`src/rtl/uist_pkg.sv`:
```
// Shared constants, codes and types for the identifier set table.
// No dependencies; imported by uist_cell and unordered_id_set_table.
package uist_pkg;

  localparam int CAPACITY = 64;
  localparam int SLOT_W   = 6;
  localparam int COUNT_W  = 7;
  localparam int ID_W     = 32;

  localparam logic [ID_W-1:0] NO_ID = {ID_W{1'b1}};

  localparam logic [1:0] REQ_ADD    = 2'd0;
  localparam logic [1:0] REQ_DELETE = 2'd1;
  localparam logic [1:0] REQ_LOOKUP = 2'd2;
  localparam logic [1:0] REQ_READ   = 2'd3;

  localparam logic [2:0] ST_OK      = 3'd0;
  localparam logic [2:0] ST_INVALID = 3'd1;
  localparam logic [2:0] ST_PRESENT = 3'd2;
  localparam logic [2:0] ST_MISSING = 3'd3;
  localparam logic [2:0] ST_FULL    = 3'd4;
  localparam logic [2:0] ST_RANGE   = 3'd5;

  // Write port broadcast to every cell
  typedef struct packed {
    logic              en;
    logic [SLOT_W-1:0] slot;
    logic [ID_W-1:0]   data;
  } wr_t;

endpackage

```
`src/rtl/uist_cell.sv`:
```
// One slot of the identifier set: holds an entry and compares it with the key.
// Depends on uist_pkg.
module uist_cell import uist_pkg::*; (
  input  logic               clk,
  input  logic [SLOT_W-1:0]  cell_idx,
  input  logic [COUNT_W-1:0] count,
  input  logic [ID_W-1:0]    key,
  input  wr_t                wr,
  output logic [ID_W-1:0]    entry,
  output logic               match
);

  logic [ID_W-1:0] entry_r;

  always_ff @(posedge clk) begin
    if (wr.en && (wr.slot == cell_idx)) begin
      entry_r <= wr.data;
    end
  end

  // only slots below the fill count take part
  assign match = ({1'b0, cell_idx} < count) && (entry_r == key);
  assign entry = entry_r;

endmodule

```
`src/rtl/unordered_id_set_table.sv`:
```
// Bounded set of 32-bit identifiers held in a row of compare cells.
// Depends on uist_pkg and uist_cell.
//
// Usage:
//   Input channel (in_valid/in_stall) carries one request: add, delete,
//   lookup or read at slot. Result channel (out_valid/out_stall) returns
//   exactly one result per request, with status, slot, identifier read and
//   the count after the request. A transaction completes on a clock edge
//   where valid is high and stall is low.
//   The result is registered when the pending request is evaluated.
//   A new request is taken only once the last one has evaluated. The
//   request register is evaluated once no stalled result is held (all
//   cells compare at once); a delete's swap-with-last write lands in the
//   cycle after that, while the next request is being taken.
//   If the receiver stalls, the result is held and a pending request waits
//   in the request register; in_stall stays high until it has evaluated.
//   Reset (rst_n low, synchronous) empties the set and drops any request
//   or result in flight; the slot contents are not cleared.
module unordered_id_set_table import uist_pkg::*; (
  input  logic               clk,
  input  logic               rst_n,
  input  logic               in_valid,
  output logic               in_stall,
  input  logic [1:0]         in_req_type,
  input  logic [ID_W-1:0]    in_id_value,
  input  logic [SLOT_W-1:0]  in_slot_index,
  output logic               out_valid,
  input  logic               out_stall,
  output logic [2:0]         out_status,
  output logic [SLOT_W-1:0]  out_found_slot,
  output logic [ID_W-1:0]    out_id_out,
  output logic [COUNT_W-1:0] out_element_count
);

  logic               req_v_r;
  logic [1:0]         req_type_r;
  logic [ID_W-1:0]    id_r;
  logic [SLOT_W-1:0]  slot_r;
  logic [COUNT_W-1:0] count_r, count_nxt;
  logic               out_valid_r;
  logic [2:0]         status_r, status_nxt;
  logic [SLOT_W-1:0]  found_r, found_nxt;
  logic [ID_W-1:0]    id_out_r, id_out_nxt;
  logic               wr_pend_r, wr_pend_nxt;
  logic [SLOT_W-1:0]  wr_slot_r;
  logic [ID_W-1:0]    wr_data_r;

  logic [ID_W-1:0]     entry_w [CAPACITY];
  logic [CAPACITY-1:0] match_w;
  wr_t                 wr;
  logic                fire;
  logic                accept;
  logic                any_hit;
  logic [SLOT_W-1:0]   hit_slot;
  logic [SLOT_W-1:0]   last_idx;
  logic                add_wr;

  assign fire     = req_v_r && (!out_valid_r || !out_stall);
  assign in_stall = req_v_r;
  assign accept   = in_valid && !in_stall;
  assign any_hit  = |match_w;
  assign last_idx = SLOT_W'(count_r - COUNT_W'(1));

  for (genvar g = 0; g < CAPACITY; g++) begin : g_cell
    uist_cell u_cell (
      .clk      (clk),
      .cell_idx (SLOT_W'(g)),
      .count    (count_r),
      .key      (id_r),
      .wr       (wr),
      .entry    (entry_w[g]),
      .match    (match_w[g])
    );
  end

  // identifiers are unique, so at most one cell matches
  always_comb begin
    hit_slot = '0;
    for (int k = 0; k < CAPACITY; k++) begin
      if (match_w[k]) hit_slot = hit_slot | SLOT_W'(k);
    end
  end

  always_comb begin
    status_nxt  = ST_OK;
    found_nxt   = '0;
    id_out_nxt  = NO_ID;
    count_nxt   = count_r;
    wr_pend_nxt = 1'b0;
    add_wr      = 1'b0;
    if (req_type_r == REQ_READ) begin
      if ({1'b0, slot_r} < count_r) id_out_nxt = entry_w[slot_r];
      else                          status_nxt = ST_RANGE;
    end else if (id_r == NO_ID) begin
      status_nxt = ST_INVALID;
    end else begin
      unique case (req_type_r)
        REQ_ADD: begin
          if (any_hit) begin
            status_nxt = ST_PRESENT;
            found_nxt  = hit_slot;
          end else if (count_r == COUNT_W'(CAPACITY)) begin
            status_nxt = ST_FULL;
          end else begin
            found_nxt = SLOT_W'(count_r);
            count_nxt = count_r + COUNT_W'(1);
            add_wr    = 1'b1;
          end
        end
        REQ_DELETE: begin
          if (any_hit) begin
            found_nxt   = hit_slot;
            count_nxt   = count_r - COUNT_W'(1);
            wr_pend_nxt = 1'b1;
          end else begin
            status_nxt = ST_MISSING;
          end
        end
        default: begin
          if (any_hit) found_nxt  = hit_slot;
          else         status_nxt = ST_MISSING;
        end
      endcase
    end
  end

  // single write port: the append on evaluation, or the deferred swap-with-last
  always_comb begin
    if (wr_pend_r) begin
      wr.en   = 1'b1;
      wr.slot = wr_slot_r;
      wr.data = wr_data_r;
    end else begin
      wr.en   = fire && add_wr;
      wr.slot = SLOT_W'(count_r);
      wr.data = id_r;
    end
  end

  always_ff @(posedge clk) begin
    if (!rst_n) begin
      req_v_r     <= 1'b0;
      count_r     <= '0;
      out_valid_r <= 1'b0;
      wr_pend_r   <= 1'b0;
    end else begin
      if (accept)          req_v_r <= 1'b1;
      else if (fire)       req_v_r <= 1'b0;
      if (fire)            count_r <= count_nxt;
      if (fire)            out_valid_r <= 1'b1;
      else if (!out_stall) out_valid_r <= 1'b0;
      wr_pend_r <= fire && wr_pend_nxt;
    end
  end

  always_ff @(posedge clk) begin
    if (accept) begin
      req_type_r <= in_req_type;
      id_r       <= in_id_value;
      slot_r     <= in_slot_index;
    end
    if (fire) begin
      status_r  <= status_nxt;
      found_r   <= found_nxt;
      id_out_r  <= id_out_nxt;
      wr_slot_r <= hit_slot;
      wr_data_r <= entry_w[last_idx];
    end
  end

  assign out_valid         = out_valid_r;
  assign out_status        = status_r;
  assign out_found_slot    = found_r;
  assign out_id_out        = id_out_r;
  assign out_element_count = count_r;

  a_count_bound: assert property (@(posedge clk) disable iff (!rst_n)
    count_r <= COUNT_W'(CAPACITY))
    else $error("fill count above capacity");

  a_unique_hit: assert property (@(posedge clk) disable iff (!rst_n)
    $onehot0(match_w))
    else $error("identifier stored in more than one slot");

  a_swap_alone: assert property (@(posedge clk) disable iff (!rst_n)
    wr_pend_r |-> !req_v_r)
    else $error("request evaluated while swap write pending");

  a_fire_result: assert property (@(posedge clk) disable iff (!rst_n)
    fire |=> out_valid_r)
    else $error("evaluated request produced no result");

endmodule
```
`config.mk`:
```
export PLATFORM = sky130hd
export DESIGN_NAME = unordered_id_set_table
export DESIGN_NICKNAME = d
export VERILOG_FILES = /design/src/rtl/uist_pkg.sv /design/src/rtl/uist_cell.sv /design/src/rtl/unordered_id_set_table.sv
export SDC_FILE = /design/constraint.sdc
export NUM_CORES = 2
export LEC_CHECK = 0
export BUFFER_PORTS_ARGS = -buffer_cell sky130_fd_sc_hd__buf_2
export CORE_ASPECT_RATIO = 1.5
export CORE_UTILIZATION = 48
export CTS_CLUSTER_DIAMETER = 40
export CTS_CLUSTER_SIZE = 40
export DETAILED_ROUTE_END_ITERATION = 7
export GPL_TIMING_DRIVEN = 0
export PLACE_DENSITY = 0.61
export SLEW_MARGIN = 10
export SYNTH_ARGS = -nofsm -noshare
export SYNTH_HDL_FRONTEND = slang
export SYNTH_SLANG_ARGS = --single-unit
```
`constraint.sdc`:
```
create_clock -name clk -period 22.4 [get_ports clk]
set_input_delay 0 -clock clk [delete_from_list [all_inputs] [get_ports clk]]
set_output_delay 0 -clock clk [all_outputs]
set_load 0.03 [all_outputs]
```
==> results of run 1 <==
-- kinds of logic after synthesis --
kind of cell	count (synthesis)
DFF	2177
xor gates and xnor gates	2050
muxes	1373
and+or+nand+nor	972
buffers and inverters	576
AOI/OAI and AO/OA	117
adders and majority gates	10
-- metal layers --
| layer | overflow | GRT usage [%] |
|---|---|---|
| met1 | 72 | 83.6 |
| met2 | 3153 | 97.4 |
| met3 | 71 | 74.6 |
| met4 | 1575 | 83.8 |
| met5 | 9 | 44.7 |
-- metrics by stage --
step                cells  instance area, sq um  hold WS, ns  worst slack [ns]
CTS                 11500                143000       0.0951             13.75
detailed placement  10900                132000        0.178             13.79
global placement    10700                128000        0.177              4.04
floorplan            7275                123000       0.0989             11.94
==> out/qor.csv, run 1 <==
stage,metric,value,unit
run_status,status,stopped before the end,
run_status,Fail Step,global routing (5_1_grt),
run_status,run-stopping error,[ERROR GRT-0116] Global routing finished with congestion. Check the congestion regions in the DRC Viewer.,
floorplanning,site row count,227,
clock_network,CTS sink count,2177,
clock_network,cts repair resizes,0,
floorplanning,Starting Density,48.3,%
logic_synthesis,ys flop type,edfxtp_1,
logic_synthesis,syn_area_per_cell,17.0,sq um
logic_synthesis,Synth top area share,52.7,%
clock_network,Bufs on Longest Clock Path,4,
grt,vias in the first global route,122000,
grt,GRT Total Usage,84.5,%
logic_synthesis,Post-Syn Instances,7275,
clock_network,Root Buffer,clkbuf_16,
logic_synthesis,synth top area cells,"edfxtp_1, mux4_2, xor2_1",
logic_synthesis,adder-cell share of the synthesized area,0.101,%
grt,Overflow after GRT,4880,
grt,first-pass GRT wire length,1490000,microns
logic_synthesis,synthesized area,123000,sq um
placement,routability cong.,1.34,
grt,largest net degree at the start of global routing,65,
logic_synthesis,register bit total from synthesis,2177,
logic_synthesis,"Seq/Total Area, Yosys",52.9,%
clock_network,CTS buffer count,295,
logic_synthesis,number of synthesis warnings,0,
floorplanning,Die Y,623,microns
logic_synthesis,most common cell in the netlist,edfxtp_1,
placement,DP HPWL,703000,microns
logic_synthesis,number of flops mapped to enable cells by yosys,2167,
logic_synthesis,"Async S/R FF share, synth",0,%
logic_synthesis,Synth Area in XOR/XNOR,14.5,%
clock_network,hold_buf cts,88,
logic_synthesis,Syn Nets,7329,
logic_synthesis,post-synthesis mux area share,24.8,%
floorplanning,die width,416,microns
placement,Port Buffers,93,
logic_synthesis,largest family of logic cells by synthesized area,multiplexers,
floorplanning,# IOs,94,
logic_synthesis,compound-cell area share of the yosys netlist,0.693,%
logic_synthesis,post-synthesis simple-gate area fraction,4.56,%
logic_synthesis,post-synth top area cell,edfxtp_1,
logic_synthesis,Yosys cell types,64,
clock_network,setup repair bufs after CTS,0,
clock_network,H-tree depth,5,
logic_synthesis,synth cell count leaders,"edfxtp_1, mux4_2, xor2_1",
==> run 2, diff against run 1 <==
--- a/config.mk
+++ b/config.mk
@@ -6,13 +6,10 @@
 export NUM_CORES = 2
 export LEC_CHECK = 0
 export BUFFER_PORTS_ARGS = -buffer_cell sky130_fd_sc_hd__buf_2
-export CORE_ASPECT_RATIO = 1.5
-export CORE_UTILIZATION = 48
-export CTS_CLUSTER_DIAMETER = 40
-export CTS_CLUSTER_SIZE = 40
+export CORE_UTILIZATION = 33
 export DETAILED_ROUTE_END_ITERATION = 7
 export GPL_TIMING_DRIVEN = 0
-export PLACE_DENSITY = 0.61
+export PLACE_DENSITY_LB_ADDON = 0.15
 export SLEW_MARGIN = 10
 export SYNTH_ARGS = -nofsm -noshare
 export SYNTH_HDL_FRONTEND = slang
==> run 2 against run 1 <==
Compared with the run above: the flow now finishes, with violations (antenna rules, DRC, hold timing, capacitance limit, slew limit); synthesized cell count stayed put; synthesized area stayed put.
==> out/qor.csv, run 2 <==
stage,metric,value,unit,change
run_status,status,"finished, violations left",,
critical_path,Worst Setup Start Kind,flop,,
detailed_routing,Total Routed Length,1020000,microns,
detailed_routing,router iterations before antenna repair,8,,
power,Net Sw Frac,33.8,%,
power,Logic pwr share,20.4,%,
logic_synthesis,Synth top area share,52.7,%,unchanged
clock_network,CTS buffer count,286,,-3.1%
layout,Nets,7988,,
layout,Filler cells,34300,,
critical_path,slowest CP cell,nor3_2,,
grt,GRT Total Usage,53.3,%,
logic_synthesis,synth top area cells,"edfxtp_1, mux4_2, xor2_1",,
logic_synthesis,register bit total from synthesis,2177,,unchanged
logic_synthesis,most common cell in the netlist,edfxtp_1,,
logic_synthesis,number of synthesis warnings,0,,unchanged
layout,"Core Util, Final",39.3,%,
detailed_routing,Wirelength per Cell,75.8,microns,
sta,final setup TNS,0,ns,
power,clock network power share,41.0,%,
critical_path,most used cell along the critical path,nand2_1,,
critical_path,crit path kind,flop to flop,,
floorplanning,Die Y,614,microns,-1.5%
sta,pins over their slew limit,32,,
logic_synthesis,Yosys cell types,64,,unchanged
logic_synthesis,"Async S/R FF share, synth",0,%,unchanged
critical_path,"slowest stage delay, CP",1.01,ns,
layout,Multi-input gate area,56200,sq um,
critical_path,crit-path max FO,18,,
power,sequential power share,38.6,%,
detailed_routing,post-DR vias/cell,7.63,,
sta,final setup margin,12.21,ns,
layout,max reg flops,2048,,
grt,first-pass GRT wire length,1210000,microns,
placement,routability cong.,1.20,,-11%
clock_network,Root Buffer,clkbuf_16,,
power,sw power,3960,uW,
logic_synthesis,Syn Nets,7329,,unchanged
placement,Setup WS pre-CTS,13.24,ns,-0.546 ns
sta,Slew headroom,-2.62,%,
floorplanning,Starting Density,33.2,%,-15 points
grt,Overflow after GRT,0,,
layout,sequential cell area,65300,sq um,
sta,period utilisation layout,45.5,%,
logic_synthesis,syn_area_per_cell,17.0,sq um,unchanged
layout,"commonest non-fill, non-tap cell in the layout",edfxtp_1,,
clock_network,CTS tree,built,,
floorplanning,core box area,372000,sq um,
grt,vias in the first global route,86500,,
detailed_routing,number of nets with antenna violations after routing,1,,
floorplanning,Die ar.,376000,sq um,
floorplanning,die width,614,microns,+47%
layout,P&R area growth vs syn,18.5,%,
placement,Port Buffers,93,,unchanged
sta,Tmin final,10.19,ns,
clock_network,Bufs on Longest Clock Path,4,,unchanged
sta,Worst-Margin Slew,1.54,ns,
logic_synthesis,Post-Syn Instances,7275,,unchanged
logic_synthesis,post-synth top area cell,edfxtp_1,,
sta,Setup-failing EPs final,0,,
floorplanning,# IOs,94,,unchanged
sta,RSZ-0062 raised after global routing,no,,
layout,most frequent cells in the layout,"edfxtp_1, mux4_2, xor2_1",,
grt,largest net degree at the start of global routing,65,,
clock_network,worst skew pair latency,1.03,ns,
sta,Hold Fails Final Rpt,2,,
logic_synthesis,ys flop type,edfxtp_1,,
sta,Final Skew,0.0766,ns,
critical_path,Crit. End Element,flop,,
detailed_routing,Vias,103000,,
logic_synthesis,"Seq/Total Area, Yosys",52.9,%,unchanged
sta,Min Hold Slack,-0.00783,ns,
grt,initial antenna violation count,360,,
run_status,failing checks,"antenna rules, DRC, hold timing, capacitance limit, slew limit",,
placement,DP HPWL,784000,microns,+11%
power,P_int,7780,uW,
critical_path,Worst EP required,23.05,ns,
sta,fmax,98.1,MHz,
detailed_routing,initial DRC count,24100,,
power,Pwr Density,80.3,nW/um^2,
worst_hold_path,worst hold path type,primary input to flop,,
detailed_routing,DRC errors left,1,,
logic_synthesis,synth cell count leaders,"edfxtp_1, mux4_2, xor2_1",,
clock_network,H-tree depth,5,,unchanged
run,number of max-cap violations,3,,
power,VDD IR max,59.1,uV,
critical_path,Critical Path AT,10.84,ns,
floorplanning,site row count,224,,-1.3%
power,leakage,0.0443,uW,
clock_network,"Reg clk slew, reported paths",0.06,ns,
critical_path,cell chain of the critical path,"nor3_2, buf_2, nand2_1, o2111ai_1, or4_1, o41a_1, nand3_1, nor4_2, nand4_4, o41ai_1, nand2_1, clkbuf_2, nor2_4, buf_12",,
layout,layout cells sized above 1,30.3,%,
logic_synthesis,synthesized area,123000,sq um,unchanged
clock_network,CTS sink count,2177,,unchanged
logic_synthesis,number of flops mapped to enable cells by yosys,2167,,unchanged
-- run 2: cell counts after synthesis --
No cell type changed its count.
-- run 2: logic make-up after synthesis --
group                    Yosys count  synth area share [%]
adder cells (fa/ha/maj)           10                 0.101
AO/OA/AOI/OAI                    117                 0.693
XOR/XNOR                        2050                  14.5
multiplexers                    1373                  24.8
buffers and inverters            576                  2.42
AND/OR/NAND/NOR                  972                  4.56
flip-flops                      2177                  52.9
-- run 2: stage by stage --
| step | cells | total power [uW] | area, sq um | hold WS, ns |
|---|---|---|---|---|
| global placement | 12300 | 6740 | 130000 | 0.177 |
| global route | 13300 | 11600 | 146000 | 0.0659 |
| finish | 13500 | 11700 | 146000 | -0.00783 |
| CTS | 13100 | 11500 | 145000 | 0.0224 |
| floorplan | 7275 | 5410 | 123000 | 0.0989 |
| detailed placement | 12500 | 6770 | 135000 | 0.178 |
-- run 2: layout make-up --
cell class	count	area share [%]
flip-flops and latches	2177	44.6
multi-input cells	4522	38.4
clock buffers	346	5.15
well taps	4972	4.25
repair buffers	371	3.56
plain buffers	558	2.09
clock inverters	156	1.19
diodes	399	0.683
inverters	18	0.0462
-- run 2: repair_timing --
item / CTS / global route
endpoints found under the hold margin: 141 / 0
hold buffers: 89 / 0
setup buffers: 0 / 0
resized for setup: 0 / 0
setup endpoints to repair: 0 / 0
-- run 2: path summary, 6_finish.rpt --
kind | from | end | slack [ns] | cells past startpoint
worst max-delay path | out_element_count[6]$_SDFFE_PN0P_ | g_cell[26].u_cell.entry[11]$_DFFE_PP_ | 12.21 | 14
worst min-delay path | out_stall | out_found_slot[0]$_SDFFCE_PP0P_ | -0.008 | 3
worst max register to register | out_element_count[6]$_SDFFE_PN0P_ | g_cell[26].u_cell.entry[11]$_DFFE_PP_ | 12.21 | 14
worst min register to register | wr_data_r[23]$_DFFE_PP_ | g_cell[45].u_cell.entry[23]$_DFFE_PP_ | 0.80 | 1
-- run 2: critical path, delay by kind of cell, from the launching register on --
| kind | cells | cell delay [ns] |
|---|---|---|
| AND/OR/NAND/NOR | 8 | 5.40 |
| AO/OA/AOI/OAI | 3 | 1.86 |
| buffers and inverters | 3 | 1.65 |
| flip-flops | 1 | 0.75 |
-- run 2: power groups by stage --
stage	registers (uW)	logic, uW	clock network [uW]
floorplan	4610	798	0
global placement	4640	2100	0
detailed placement	4620	2150	0
CTS	4530	2170	4760
global route	4530	2220	4870
finish	4530	2400	4810
-- run 2: routing by layer --
metal | up-vias | GRT usage [%] | share of wire (%) | wire length, microns
met3 | 3284 | 37.5 | 19 | 191000
li1 | 31400 | - | - | -
met1 | 55000 | 60.8 | 34 | 349000
met2 | 13400 | 66.2 | 37 | 383000
met5 | - | 1.90 | 0.16 | 1600
met4 | 133 | 43.9 | 9.9 | 101000
Power figures use the tool's default switching activity.
